==> config.mk <==
export PLATFORM = sky130hd
export DESIGN_NAME = frame_bitmap_allocator
export DESIGN_NICKNAME = d
export VERILOG_FILES = /design/src/design/fba_pkg.sv /design/src/design/fba_ctrl.sv /design/src/design/fba_datapath.sv /design/src/design/frame_bitmap_allocator.sv
export SDC_FILE = /design/constraint.sdc
export NUM_CORES = 1
export LEC_CHECK = 0
export ABC_CLOCK_PERIOD_IN_PS = 10300
export BUFFER_PORTS_ARGS = -buffer_cell sky130_fd_sc_hd__buf_2
export CAP_MARGIN = 20
export CELL_PAD_IN_SITES_DETAIL_PLACEMENT = 0
export CELL_PAD_IN_SITES_GLOBAL_PLACEMENT = 2
export CORE_MARGIN = 2
export CORE_UTILIZATION = 35
export CTS_BUF_LIST = sky130_fd_sc_hd__clkbuf_16
export CTS_CLUSTER_SIZE = 14
export DETAILED_ROUTE_END_ITERATION = 16
export GPL_TIMING_DRIVEN = 1
export HOLD_SLACK_MARGIN = 0.08
export PLACE_DENSITY_LB_ADDON = 0.08
export SETUP_SLACK_MARGIN = 0.3
export SYNTH_ARGS = -nofsm -noshare
export SYNTH_HDL_FRONTEND = slang
export SYNTH_HIERARCHICAL = 1
export SYNTH_SLANG_ARGS = --single-unit
==> constraint.sdc <==
create_clock -name i_clk -period 10.3 [get_ports i_clk]
set_input_delay 0 -clock i_clk [delete_from_list [all_inputs] [get_ports i_clk]]
set_output_delay 0 -clock i_clk [all_outputs]
set_load 0.02 [all_outputs]
==> src/design/fba_pkg.sv <==
// Shared codes, control/status bundles and helpers for the frame bitmap allocator.
// No dependencies; used by fba_ctrl, fba_datapath and frame_bitmap_allocator.
package fba_pkg;

    // Operation codes on the command port
    localparam logic [1:0] OP_SET   = 2'd0;
    localparam logic [1:0] OP_ADD   = 2'd1;
    localparam logic [1:0] OP_ALLOC = 2'd2;

    // Result status codes
    localparam logic [1:0] ST_APPLIED   = 2'd0;
    localparam logic [1:0] ST_ALLOCATED = 2'd1;
    localparam logic [1:0] ST_NONE_FREE = 2'd2;

    localparam int WORD_BITS = 16;
    localparam int FIELD_W   = 11;
    localparam int FRAME_W   = 10;

    // Commands from the controller to the datapath
    typedef struct packed {
        logic       load;   // latch the item, rewind the word pointer
        logic       step;   // read the word at the pointer, advance it
        logic       fill;   // write the range mask at the pointer
        logic       rmw;    // write read word OR range mask back
        logic       take;   // clear the lowest free bit of the read word
        logic       emit;   // present a result beat
        logic [1:0] code;   // status of that beat
    } t_dp_cmd;

    // Status from the datapath to the controller
    typedef struct packed {
        logic addr_last;    // pointer sits on the last word
        logic rd_last;      // read word is the last word
        logic rd_live;      // read register holds a word of this item
        logic rd_hit;       // read word has a free frame
    } t_dp_stat;

    // Position of the lowest-numbered free frame in a word (frame j at bit 15-j)
    function automatic logic [3:0] lowest_free(input logic [WORD_BITS-1:0] word);
        logic [3:0] idx;
        idx = 4'd0;
        for (int j = WORD_BITS - 1; j >= 0; j--) begin
            if (word[WORD_BITS-1-j]) begin
                idx = 4'(j);
            end
        end
        return idx;
    endfunction

endpackage

==> src/design/fba_ctrl.sv <==
// Controller state machine of the frame bitmap allocator.
// Depends on fba_pkg; drives fba_datapath through t_dp_cmd and reads t_dp_stat.
module fba_ctrl (
    input  logic              i_clk,
    input  logic              i_rst_n,
    input  logic              start,
    input  logic [1:0]        i_operation,
    input  fba_pkg::t_dp_stat i_stat,
    output fba_pkg::t_dp_cmd  o_cmd,
    output logic              busy
);
    import fba_pkg::*;

    typedef enum logic [4:0] {
        S_IDLE     = 5'b00001,
        S_FILL     = 5'b00010,
        S_ADD      = 5'b00100,
        S_ADD_TAIL = 5'b01000,
        S_SCAN     = 5'b10000
    } t_state;

    t_state r_state, n_state;

    // Next state and datapath commands
    always_comb begin
        n_state = r_state;
        o_cmd   = '0;
        o_cmd.code = ST_APPLIED;
        case (r_state)
            S_IDLE: begin
                if (start) begin
                    o_cmd.load = 1'b1;
                    case (i_operation)
                        OP_SET:   n_state = S_FILL;
                        OP_ADD:   n_state = S_ADD;
                        OP_ALLOC: n_state = S_SCAN;
                        default:  o_cmd.emit = 1'b1;
                    endcase
                end
            end
            S_FILL: begin
                o_cmd.fill = 1'b1;
                o_cmd.step = 1'b1;
                if (i_stat.addr_last) begin
                    o_cmd.emit = 1'b1;
                    n_state    = S_IDLE;
                end
            end
            S_ADD: begin
                o_cmd.step = 1'b1;
                o_cmd.rmw  = i_stat.rd_live;
                if (i_stat.addr_last) begin
                    n_state = S_ADD_TAIL;
                end
            end
            S_ADD_TAIL: begin
                o_cmd.rmw  = 1'b1;
                o_cmd.emit = 1'b1;
                n_state    = S_IDLE;
            end
            S_SCAN: begin
                if (i_stat.rd_live && i_stat.rd_hit) begin
                    o_cmd.take = 1'b1;
                    o_cmd.emit = 1'b1;
                    o_cmd.code = ST_ALLOCATED;
                    n_state    = S_IDLE;
                end else if (i_stat.rd_live && i_stat.rd_last) begin
                    o_cmd.emit = 1'b1;
                    o_cmd.code = ST_NONE_FREE;
                    n_state    = S_IDLE;
                end else begin
                    o_cmd.step = 1'b1;
                end
            end
            default: begin
                n_state = S_IDLE;
            end
        endcase
    end

    // State register
    always_ff @(posedge i_clk) begin
        if (!i_rst_n) begin
            r_state <= S_IDLE;
        end else begin
            r_state <= n_state;
        end
    end

    assign busy = (r_state != S_IDLE);

endmodule

==> src/design/fba_datapath.sv <==
// Datapath of the frame bitmap allocator: bitmap memory, word pointer, range masks,
// free-frame encoder and result registers. Depends on fba_pkg.
module fba_datapath #(
    parameter int NUM_FRAMES = 1024
) (
    input  logic                         i_clk,
    input  logic                         i_rst_n,
    input  logic [fba_pkg::FIELD_W-1:0]  i_range_start,
    input  logic [fba_pkg::FIELD_W-1:0]  i_range_end,
    input  fba_pkg::t_dp_cmd             i_cmd,
    output fba_pkg::t_dp_stat            o_stat,
    output logic                         o_done,
    output logic [1:0]                   o_status,
    output logic [fba_pkg::FRAME_W-1:0]  o_frame_number
);
    import fba_pkg::*;

    localparam int WORDS     = (NUM_FRAMES + WORD_BITS - 1) / WORD_BITS;
    localparam int AW        = (WORDS > 1) ? $clog2(WORDS) : 1;
    localparam int SW        = FIELD_W - 4;
    localparam int CW        = (AW > SW) ? AW : SW;
    localparam int FRW       = (AW + 4 > FRAME_W) ? AW + 4 : FRAME_W;
    localparam int TAIL_BITS = NUM_FRAMES % WORD_BITS;
    localparam logic [WORD_BITS-1:0] ALL_ONES  = {WORD_BITS{1'b1}};
    localparam logic [WORD_BITS-1:0] TAIL_MASK =
        (TAIL_BITS == 0) ? ALL_ONES : ~(ALL_ONES >> TAIL_BITS);
    localparam logic [AW-1:0] LAST_ADDR = AW'(WORDS - 1);

    logic [WORD_BITS-1:0] mem [WORDS];
    logic [WORDS-1:0]     r_valid;
    logic [FIELD_W-1:0]   r_start, r_end;
    logic [AW-1:0]        r_addr, r_rd_addr;
    logic [WORD_BITS-1:0] r_rd_raw;
    logic                 r_rd_wv, r_rd_live;
    logic                 r_done;
    logic [1:0]           r_status;
    logic [FRAME_W-1:0]   r_frame;

    logic [WORD_BITS-1:0] rd_word, range_mask, lo_mask, hi_mask, lim_mask;
    logic [WORD_BITS-1:0] wr_data;
    logic [AW-1:0]        mask_addr, wr_addr;
    logic                 wr_en;
    logic [CW-1:0]        w_cmp, ws_cmp, we_cmp;
    logic [3:0]           free_pos;
    logic [FRW-1:0]       frame_full;

    // Word from the read register; a never-written word reads as no frame free
    assign rd_word  = r_rd_wv ? r_rd_raw : '0;
    assign free_pos = lowest_free(rd_word);

    // Range mask for one word: frames start..end-1 that lie below NUM_FRAMES
    assign mask_addr = i_cmd.fill ? r_addr : r_rd_addr;
    assign w_cmp     = CW'(mask_addr);
    assign ws_cmp    = CW'(r_start[FIELD_W-1:4]);
    assign we_cmp    = CW'(r_end[FIELD_W-1:4]);

    always_comb begin
        if (w_cmp > ws_cmp) begin
            lo_mask = ALL_ONES;
        end else if (w_cmp == ws_cmp) begin
            lo_mask = ALL_ONES >> r_start[3:0];
        end else begin
            lo_mask = '0;
        end
        if (w_cmp < we_cmp) begin
            hi_mask = ALL_ONES;
        end else if (w_cmp == we_cmp) begin
            hi_mask = ~(ALL_ONES >> r_end[3:0]);
        end else begin
            hi_mask = '0;
        end
        lim_mask   = (mask_addr == LAST_ADDR) ? TAIL_MASK : ALL_ONES;
        range_mask = lo_mask & hi_mask & lim_mask;
    end

    // Select the write beat: range fill, merge or frame take
    always_comb begin
        wr_en   = i_cmd.fill | i_cmd.rmw | i_cmd.take;
        wr_addr = i_cmd.fill ? r_addr : r_rd_addr;
        if (i_cmd.fill) begin
            wr_data = range_mask;
        end else if (i_cmd.rmw) begin
            wr_data = rd_word | range_mask;
        end else begin
            wr_data = rd_word & ~(16'h8000 >> free_pos);
        end
    end

    // Bitmap memory: one write and one registered read per cycle
    always_ff @(posedge i_clk) begin
        if (wr_en) begin
            mem[wr_addr] <= wr_data;
        end
        if (i_cmd.step) begin
            r_rd_raw <= mem[r_addr];
        end
    end

    // Written flags per word; reset marks the whole bitmap empty
    always_ff @(posedge i_clk) begin
        if (!i_rst_n) begin
            r_valid <= '0;
        end else if (wr_en) begin
            r_valid[wr_addr] <= 1'b1;
        end
    end

    // Latch the item's range
    always_ff @(posedge i_clk) begin
        if (i_cmd.load) begin
            r_start <= i_range_start;
            r_end   <= i_range_end;
        end
    end

    // Word pointer and read tracking; hold the pointer on the last word
    always_ff @(posedge i_clk) begin
        if (!i_rst_n) begin
            r_addr    <= '0;
            r_rd_addr <= '0;
            r_rd_wv   <= 1'b0;
            r_rd_live <= 1'b0;
        end else if (i_cmd.load) begin
            r_addr    <= '0;
            r_rd_live <= 1'b0;
        end else if (i_cmd.step) begin
            r_rd_addr <= r_addr;
            r_rd_wv   <= r_valid[r_addr];
            r_rd_live <= 1'b1;
            if (r_addr != LAST_ADDR) begin
                r_addr <= r_addr + AW'(1);
            end
        end
    end

    assign o_stat.addr_last = (r_addr == LAST_ADDR);
    assign o_stat.rd_last   = (r_rd_addr == LAST_ADDR);
    assign o_stat.rd_live   = r_rd_live;
    assign o_stat.rd_hit    = (rd_word != '0);

    // Result beat registers
    assign frame_full = FRW'({r_rd_addr, free_pos});

    always_ff @(posedge i_clk) begin
        if (!i_rst_n) begin
            r_done <= 1'b0;
        end else begin
            r_done <= i_cmd.emit;
        end
    end

    always_ff @(posedge i_clk) begin
        if (i_cmd.emit) begin
            r_status <= i_cmd.code;
            r_frame  <= i_cmd.take ? frame_full[FRAME_W-1:0] : '0;
        end
    end

    assign o_done         = r_done;
    assign o_status       = r_status;
    assign o_frame_number = r_frame;

endmodule

==> src/design/frame_bitmap_allocator.sv <==
// Top level of the frame bitmap allocator: controller plus datapath.
// Depends on fba_pkg, fba_ctrl and fba_datapath.
//
//  channel  | handshake           | payload
//  ---------+---------------------+---------------------------------------------
//  command  | start / busy        | i_operation, i_range_start, i_range_end
//  result   | o_done (one cycle)  | o_status, o_frame_number
//
// One command at a time; busy covers the scan of the bitmap memory, one word per
// cycle (WORDS = ceil(NUM_FRAMES/16)). Set and add walk every word; allocate stops
// at the first word with a free frame, or at the last word; the unused code does
// not raise busy. The result beat sits in the first cycle with busy low after the
// command (the cycle after acceptance for the unused code).
// Synchronous active-low reset empties the bitmap at once. The receiver cannot
// stall: o_done is high for exactly one cycle per command.
module frame_bitmap_allocator #(
    parameter int NUM_FRAMES = 1024
) (
    input  logic                         i_clk,
    input  logic                         i_rst_n,
    input  logic                         start,
    output logic                         busy,
    input  logic [1:0]                   i_operation,
    input  logic [fba_pkg::FIELD_W-1:0]  i_range_start,
    input  logic [fba_pkg::FIELD_W-1:0]  i_range_end,
    output logic                         o_done,
    output logic [1:0]                   o_status,
    output logic [fba_pkg::FRAME_W-1:0]  o_frame_number
);
    import fba_pkg::*;

    t_dp_cmd  dp_cmd;
    t_dp_stat dp_stat;

    fba_ctrl u_ctrl (
        .i_clk       (i_clk),
        .i_rst_n     (i_rst_n),
        .start       (start),
        .i_operation (i_operation),
        .i_stat      (dp_stat),
        .o_cmd       (dp_cmd),
        .busy        (busy)
    );

    fba_datapath #(
        .NUM_FRAMES (NUM_FRAMES)
    ) u_datapath (
        .i_clk          (i_clk),
        .i_rst_n        (i_rst_n),
        .i_range_start  (i_range_start),
        .i_range_end    (i_range_end),
        .i_cmd          (dp_cmd),
        .o_stat         (dp_stat),
        .o_done         (o_done),
        .o_status       (o_status),
        .o_frame_number (o_frame_number)
    );

endmodule

## Word-level counts from Yosys, hierarchy flattened

Memory sizes are Yosys's and may differ from the RTL's. A register that Yosys moved wholly into a read port is not among the register bits.
Cells that the tools add are included.

- Equal/unequal tests: 18
- Bitwise logic cells: 11
- Mux-type cells: 52
- Order comparisons: 5
- Shift operators: 3
- Add/sub/neg operators: 1
- Reductions and logical operators: 12

Operators by type and width:

| cell | number |
|---|---|
| 16-bit 2-to-1 mux | 7 |
| 4-bit 2-to-1 mux | 16 |
| 64-bit OR | 1 |
| 16-bit by 4-bit right shift with 16-bit output (first input constant) | 3 |
| 16-bit bitwise AND | 2 |
| 16-bit inverter | 2 |
| 5-bit 2-to-1 mux | 5 |
| 5-bit one-hot mux with 4 select lines | 1 |
| 16-bit OR | 1 |
| 16-bit nonzero test | 1 |
| 5-bit one-hot mux with 3 select lines | 1 |
| 6-bit by 7-bit == test with 1-bit output | 2 |
| 6-bit by 7-bit < comparator with 1-bit output (second input constant) | 2 |
| 1-bit 2-to-1 mux | 14 |
| 6-bit == test (second input constant) | 2 |
| 6-bit by 7-bit greater-than comparator with 1-bit output | 1 |
| 6-bit by 7-bit < comparator with 1-bit output | 1 |
| 6-bit by 1-bit adder with 6-bit output (second input constant) | 1 |
| 1-bit binary-select mux with 6-bit select | 1 |
| 1-bit demux with 6-bit select | 1 |
| 6-bit by 1-bit greater-or-equal comparator with 1-bit output (second input constant) | 1 |
| 3-bit 2-to-1 mux | 2 |
| 6-bit 2-to-1 mux | 1 |
| 2-bit != test (second input constant) | 3 |
| other kinds (21) | 30 |

- Input bits: 27
- Output and inout bits: 14
- Memories: 1
- Memory bits (writable): 1,024
- Register bits: 118

Memory list:

| memory | words | width | rd ports | clocked after Yosys merged registers in | write ports | RTL line | RTL |
|---|---|---|---|---|---|---|---|
| u_datapath.mem | 64 | 16 | 1 | 1 | 1 | fba_datapath.sv:29 | `logic [WORD_BITS-1:0] mem [WORDS];` |

## Longest topological paths before layout

Gate-level depths: netlist of run 1.

- Depth in word-level cells: 22
- Gate-level depth with buffers: 14

## Cells and area by module

The synthesis of run 1 kept the hierarchy.

Modules (own cells, without submodules):

| module | cells an instance | area an instance (um^2) | seq. area each (um^2) | instances |
|---|---|---|---|---|
| fba_datapath | 2,113 | 44,965.6 | 33,832.4 | 1 |
| fba_ctrl | 55 | 508.0 | 100.1 | 1 |

## Worst setup path before layout of run 1

OpenSTA, ideal clock, no wires.

- Path type: register to register
- Start point: register u_ctrl.r_state[4]
- End point: memory u_datapath.mem[0][9] (data pin)
- Stages on the path, launching flop included: 14
- Path slack: 3.409 ns
- Clock period less this slack: 6.891 ns
- Library setup time: 0.722 ns
- Buffers on the path: 2
- Data arrival time: 6.170 ns
- Cells stage by stage: dfxtp_1 or3_2 nor3b_1 clkbuf_1 mux2i_1 inv_1 ha_1 nand2_1 nor3_1 nand2b_1 clkbuf_1 o21ai_0 a22oi_1 a211oi_1

RTL lines:

| element | RTL line | RTL |
|---|---|---|
| from (decl) | fba_ctrl.sv:22 | `t_state r_state, n_state;` |
| from (signal assigned) | fba_ctrl.sv:86 | `r_state <= n_state;` |
| to (decl) | fba_datapath.sv:29 |  |

==> out/metrics.cfg, run 1 <==
[layout]
layout.core_utilization=0.409
drive_gt1_frac=0.285
n_antenna_cell=0
fill_cells=11433
nNetsFinal=2373
relative_area_change_from_synthesis_to_final_layout_pct=16.3

[detailed_routing]
drtIter0Drc=1967
via_to_cell_ratio=5.33
detailedRoute.firstPassIterationCount=5
totalWireLength_um=126000
post_drt_wl_per_cell_um=30.1
via_count=22257
antenna_violating_nets_post_route=0
route.detailed.drc=0

[cts]
clock_latency_ns=0.75
cts_htree_levels=4
cts.hold.buffers_added=52
postCtsSetupBuffers=0
clock_tree_from_tritoncts=yes
cts.repair.resized=0
cts_num_sinks=1158
clock_path_buffers=3
cts_buffers=132
clock-root-buffer=clkbuf_16
worst_setup_hold_path_clk_slew_ns=0.06

[critical_path]
endpoint_kind=flop
max_stage_delay_ns=0.83
crit_path_start_kind=flop
worst_path_dominant_cell_family=compound AO/OA/AOI/OAI gates
timing.critical_path.buf_inv=3
crit_cells=14
worst_r2r_startpoint=u_ctrl/r_state[4]$_SDFFE_PN0P_
worst-endpoint-arrival_ns=5.70
critical_path_capture_point=u_datapath/mem[51][11]$_DFFE_PP_
crit_path_frequent_cell=buf_4
ff2ff_path_depth=14
regToRegEndpoint=u_datapath/mem[51][11]$_DFFE_PP_
critical_path.startpoint=u_ctrl/r_state[4]$_SDFFE_PN0P_
cp_cell_sequence=or3_2 -> nor3b_2 -> buf_4 -> mux2i_1 -> inv_1 -> ha_1 -> nand2_1 -> o21bai_1 -> a221oi_1 -> nand2b_1 -> o21ai_0 -> a32oi_1 -> a21oi_4 -> buf_4
worst-setup-path-type=reg -> reg
cpMaxStageDelayCell=a21oi_4
crit_path_max_fanout=33
worstPathRequired_ns=10.79
ff2ff_setup_slack_ns=5.09

[timing]
grt_setup_unrepaired=false
max_clock_freq_mhz=192
setup_violations=0
final-max-slew-violation-count=0
min_period_over_period=0.505
slew_at_the_pin_with_the_worst_max_slew_slack_ns=1.18
final_hold_viol_count=0
headroom_to_the_max_slew_limit=0.214
final.min_clock_period_ns=5.21
fin_skew_ns=0.0250
finalSetupTns_ns=0

[synth]
synth_cells=2168
postSynthNetCount=2212
yosysUniqueCellTypes=64
synth_edf_count=1074
syn_std_cell_area_sq_um=45500
ys_ff_latch=1158
synth.yosys.warnings=6
post-synth-top-area-cell=edfxtp_1
ys_async_sr_fraction=0
postSynth.topFlopCell=edfxtp_1
yosysSeqAreaShare=0.746
synth_largest_type_area_fraction=0.709
synthTopCellsByArea=edfxtp_1 71%, mux4_2 16%, dfxtp_1 3.7%, o21a_1 1.1%, nor2_1 0.87%
syn_area_per_cell_sq_um=21.0

[floorplan]
die_width_um=364
io-pin-count=41
initial_core_util=0.352
die_h_um=364
dieArea_sq_um=133000
fp-row-count=132
placeable_core_area_sq_um=129000

[global_route]
grt_pass1_wl_um=177000
grt_pass1_vias=23468
grt_util_all_layers=0.192
global_route.overflow_total=0
grt_max_degree=111
grt_antenna_before_repair=5

[hold_path]
min_path_type=in -> reg
hold_start=i_rst_n

[place]
hpwlAfterDp_um=70000
numPortBuffers=40
place_congestion=0.798

[power]
power_consumption_mw=10.0
power.static_leakage_nw=15.0
vdd_ir_drop_max_mv=0.123
p_per_area_nw_per_um2=189

[flow_run]
max_cap_viol_count=0

[status]
outcome=complete, no violations

cell usage after synthesis, types with 14 or more instances:
master,number
edfxtp_1,1074
clkbuf_1,52
nor2_1,106
nand2_1,56
o21ai_0,34
o21a_1,64
a22oi_1,29
buf_2,23
a21oi_1,30
mux4_2,327
inv_1,30
mux2i_1,31
nor2b_1,20
and2_1,14
buf_6,20
dfxtp_1,84
ha_1,17
worst min-delay path, cell delays in order:
cell,delay (ns)
dlygate4sd3_1,0.54
buf_4,0.24
o21a_1,0.14
per-stage QoR:
step | instance area [sq um] | hold slack, ns | instances | worst slack [ns]
after floorplan | 45500 | 0.0889 | 2168 | 3.41
after detailed placement | 48300 | 0.178 | 3884 | 5.09
after global routing | 52900 | 0.215 | 4173 | 4.62
final | 52900 | 0.245 | 4173 | 5.09
after CTS | 52900 | 0.183 | 4172 | 5.03
after global placement | 48200 | 0.179 | 3881 | 5.12
registers in the layout, indices dropped and copies added, names as in the netlist, 2 cells and up:
register,flops
u_datapath/r_addr,6
u_datapath/r_valid,64
u_datapath/r_end,11
u_datapath/r_start,11
u_datapath/o_status,2
u_datapath/o_frame_number,10
u_datapath/r_rd_raw,16
u_datapath/r_rd_addr,6
u_datapath/mem,1024
u_ctrl/r_state,5
per-layer routing:
layer	track usage	wire length (um)	vias to the layer above
met5	0	0	-
met4	0.0626	3450	0
met3	0.0296	5600	182
met2	0.311	60500	571
met1	0.266	56300	12133
li1	-	-	9371
final cells by class:
class | instances | area, sq um | area share
clock buffer | 139 | 3480 | 0.0658
clock inverter | 97 | 558 | 0.0106
inverter | 30 | 113 | 0.00213
multi-input combinational | 863 | 11400 | 0.216
sequential | 1158 | 33900 | 0.642
tap | 1742 | 2180 | 0.0412
timing repair buffer | 144 | 1200 | 0.0227
logic make-up after synthesis:
| group | Yosys count | share of synthesized area |
|---|---|---|
| flops | 1158 | 0.746 |
| mux | 365 | 0.171 |
| simple gates | 258 | 0.0272 |
| compound gates | 218 | 0.0335 |
| buf+inv | 147 | 0.0170 |
| fa+ha+maj | 17 | 0.00468 |
| xor+xnor | 5 | 0.000963 |
worst min-delay path by stage:
stage	endpoint	slack [ns]	cells past startpoint
2_1_floorplan	u_ctrl/r_state[0]$_SDFFE_PN1P_	0.09	1
3_3_place_gp	u_datapath/r_end[5]$_DFFE_PP_	0.18	1
3_5_place_dp	u_datapath/r_start[8]$_DFFE_PP_	0.18	1
4_1_cts	u_datapath/r_valid[16]$_SDFFE_PN0N_	0.18	3
5_1_grt	u_datapath/r_valid[28]$_SDFFE_PN0N_	0.21	3
6_report	u_datapath/r_valid[17]$_SDFFE_PN0N_	0.24	3
power breakdown:
group          switching, mW  internal [mW]
combinational          0.253          0.196
sequential            0.0614           5.13
clock                   1.82           2.55
placed cells by master, fill, tap and decap left out, drive strengths merged, types with 4 or more instances in the layout:
| cell type | instances |
|---|---|
| mux2i | 31 |
| a31oi | 7 |
| o31ai | 4 |
| a22oi | 29 |
| and2 | 15 |
| nor2 | 106 |
| clkinv | 44 |
| buf | 92 |
| nor2b | 20 |
| inv | 74 |
| a211oi | 8 |
| edfxtp | 1074 |
| or3 | 4 |
| a32oi | 10 |
| bufinv | 5 |
| mux4 | 327 |
| nand2 | 56 |
| clkbuf | 139 |
| nand4 | 6 |
| nand3 | 11 |
| a21oi | 30 |
| o21a | 64 |
| and3 | 6 |
| ha | 17 |
| clkinvlp | 4 |
| nor3 | 8 |
| nor4 | 4 |
| o21ai | 36 |
| dlygate4sd3 | 52 |
| dfxtp | 84 |
| mux2 | 7 |
| nand2b | 9 |
(Power assumes the default switching activity.)
==> run 2: changes to the inputs <==
--- a/config.mk
+++ b/config.mk
@@ -5,7 +5,7 @@
 export SDC_FILE = /design/constraint.sdc
 export NUM_CORES = 1
 export LEC_CHECK = 0
-export ABC_CLOCK_PERIOD_IN_PS = 10300
+export ABC_CLOCK_PERIOD_IN_PS = 5050
 export BUFFER_PORTS_ARGS = -buffer_cell sky130_fd_sc_hd__buf_2
 export CAP_MARGIN = 20
 export CELL_PAD_IN_SITES_DETAIL_PLACEMENT = 0
==> constraint.sdc (replaced) <==
create_clock -name i_clk -period 5.05 [get_ports i_clk]
set_input_delay 0 -clock i_clk [delete_from_list [all_inputs] [get_ports i_clk]]
set_output_delay 0 -clock i_clk [all_outputs]
set_load 0.02 [all_outputs]
==> run 2 against run 1 <==
  * Clock power up 100%
  * Via count grew 3.4%
  * Highest routed layer unchanged
  * Critical path depth down 2
  * Cell count rose by 1.9%
  * Non-clock buffer count is 85 higher
  * First-iteration DRC count down 3.7%
  * Register-to-register slack worse by 4.5 ns
  * Wire length rose by 4.7%
==> out/metrics.cfg, run 2 (synthesis gave the netlist of run 1 again) <==
[power]
pwr-share-comb=0.045
power_consumption_mw=20.3
share_seq_of_total_power=0.521
vdd_ir_drop_max_mv=0.265
total_switching_power_mw=4.40
power.static_leakage_nw=15.1
p_per_area_nw_per_um2=382
p_sw_frac=0.216
power.clock.fraction=0.434
power_report.internal_total_mw=15.9

[detailed_routing]
via_count=23016
post_drt_wl_per_cell_um=31.0
drtIter0Drc=1895
detailedRoute.firstPassIterationCount=6
totalWireLength_um=132000
route.detailed.drc=0
antenna_violating_nets_post_route=0
via_to_cell_ratio=5.41

[layout]
fill_cells=11409
registers.top_by_ff_count=u_datapath/mem
final_cell_area_sq_um=53200
most_frequent_standard_cell_in_the_layout_excluding_fill_and_tap_cells=edfxtp_1
nNetsFinal=2447
layoutNonFillerInstCount=4251
layout.area.seq_sq_um=33900
largest_register_ffs=1024
relative_area_change_from_synthesis_to_final_layout_pct=17.0
largest_registers_ranked_by_flip_flop_count=u_datapath/mem: 1024 flops, u_datapath/r_valid: 64 flops, u_datapath/r_rd_raw: 16 flops
layout_common_cells=1,074 x edfxtp_1, 327 x mux4_2, 122 x clkbuf_16, 122 x buf_4, 80 x dfxtp_1
drive_gt1_frac=0.314
multi_input_area_sq_um=11100

[cts]
cts_htree_levels=3
cts_num_sinks=1158
cts_buffers=121
clock-root-buffer=clkbuf_16
postCtsSetupBuffers=0
clock_tree_from_tritoncts=yes
clock_latency_ns=0.75
worst_setup_hold_path_clk_slew_ns=0.06
clock_path_buffers=3

[floorplan]
placeable_core_area_sq_um=129000
dieArea_sq_um=133000
die_width_um=364
fp-row-count=132
io-pin-count=41
die_h_um=364
initial_core_util=0.352

[timing]
fin_skew_ns=0.0378
layout_setup_ws_ns=0.583
final_hold_viol_count=0
final-max-slew-violation-count=0
slew_at_the_pin_with_the_worst_max_slew_slack_ns=1.04
grt_setup_unrepaired=false
setup_violations=0
final.min_clock_period_ns=4.47
headroom_to_the_max_slew_limit=0.302
min_period_over_period=0.885
finalSetupTns_ns=0
max_clock_freq_mhz=224

[flow_run]
max_cap_viol_count=0

[critical_path]
crit_path_start_kind=flop
worstPathRequired_ns=5.73
ff2ff_setup_slack_ns=0.58
worst_r2r_startpoint=u_datapath/r_rd_raw[8]$_DFFE_PP_
regToRegEndpoint=u_datapath/r_rd_wv$_SDFFE_PN0P_
ff2ff_path_depth=12
worst-setup-path-type=reg -> reg
critical_path.startpoint=u_datapath/r_rd_raw[8]$_DFFE_PP_
worst-endpoint-arrival_ns=5.15
endpoint_kind=flop
crit_path_max_fanout=20

[hold_path]
hold_depth=3
worstHoldEndpoint=u_datapath/r_valid[24]$_SDFFE_PN0N_
min_path_type=in -> reg
hold_start=i_rst_n

[global_route]
grt_pass1_wl_um=185000
grt_pass1_vias=23628
grt_antenna_before_repair=3
grt_max_degree=77
global_route.overflow_total=0
grt_util_all_layers=0.201

[status]
outcome=complete, no violations

[place]
setup_slack_after_placement_ns=0.402
numPlacedInstances=3970
numPortBuffers=40
hpwlAfterDp_um=73800
placed_cell_area_sq_um=48700
place_congestion=0.794

==> run 2: cell count changes in the layout (fill, tap and decap cells not counted), moves of 5 or more <==
cell / previous run / this run
clkbuf_16: 139 / 122
clkinvlp_4: 4 / 9
clkinv_2: 16 / 21
nor2_4: 60 / 1
buf_4: 46 / 122
buf_12: 4 / 11
inv_1: 68 / 59
nor2_2: 6 / 66
bufinv_16: 5 / 14
==> run 2: layer usage <==
metal  share of wire  vias up  global-route usage
li1                -     9523                   -
met1            0.46    12742               0.292
met2            0.47      589               0.317
met3           0.043      162              0.0274
met4           0.023        0              0.0573
met5               0        -                   0
==> run 2: power by group through the flow <==
stage / Sequential [mW] / Clock [mW] / Combinational (mW)
floorplan: 10.7 / 0 / 0.687
global placement: 10.8 / 0 / 0.894
detailed placement: 10.8 / 0 / 0.889
CTS: 10.6 / 9.09 / 0.933
global route: 10.6 / 9.46 / 0.999
finish: 10.6 / 8.83 / 0.911
==> run 2: stage by stage <==
stage	hold WS, ns	utilization
global placement	0.181	0.377
finish	0.240	0.412
global route	0.235	0.412
detailed placement	0.179	0.377
floorplan	0.0889	-
CTS	0.178	0.412
==> run 2: repair_timing <==
item | CTS | global route
endpoints found under the setup margin | 0 | 433
hold buffers | 52 | 0
endpoints found under the hold margin | 85 | 0
gates resized for setup | 0 | 6
==> run 2: final cells by class <==
class / instances / share of cell area
Multi-Input combinational cell: 863 / 0.209
Timing Repair Buffer: 229 / 0.0359
Inverter: 30 / 0.00212
Antenna cell: 1 / 0.0000470
Clock inverter: 106 / 0.0166
Tap cell: 1742 / 0.0410
Sequential cell: 1158 / 0.638
Clock buffer: 122 / 0.0574
==> run 2: how the worst max path moves through the flow <==
stage                                            endpoint  slack (ns)
after floorplan            u_datapath/mem[0][6]$_DFFE_PP_        0.31
after global placement    u_datapath/r_rd_wv$_SDFFE_PN0P_        0.33
after detailed placement  u_datapath/r_rd_wv$_SDFFE_PN0P_        0.40
after CTS                 u_datapath/r_rd_wv$_SDFFE_PN0P_        0.38
after global routing      u_datapath/r_rd_wv$_SDFFE_PN0P_        0.33
final                     u_datapath/r_rd_wv$_SDFFE_PN0P_        0.58
==> run 2: worst max-delay path, stage by stage, from the launching register on <==
cell      delay, ns
edfxtp_1       0.50
or3_1          0.44
o31ai_1        0.34
nand2_1        0.23
o21ai_0        0.28
and4b_1        0.37
o21bai_2       0.16
buf_4          0.30
nor2b_2        0.46
nand3_1        0.24
a311oi_1       0.50
nand2_1        0.36
o211ai_1       0.18
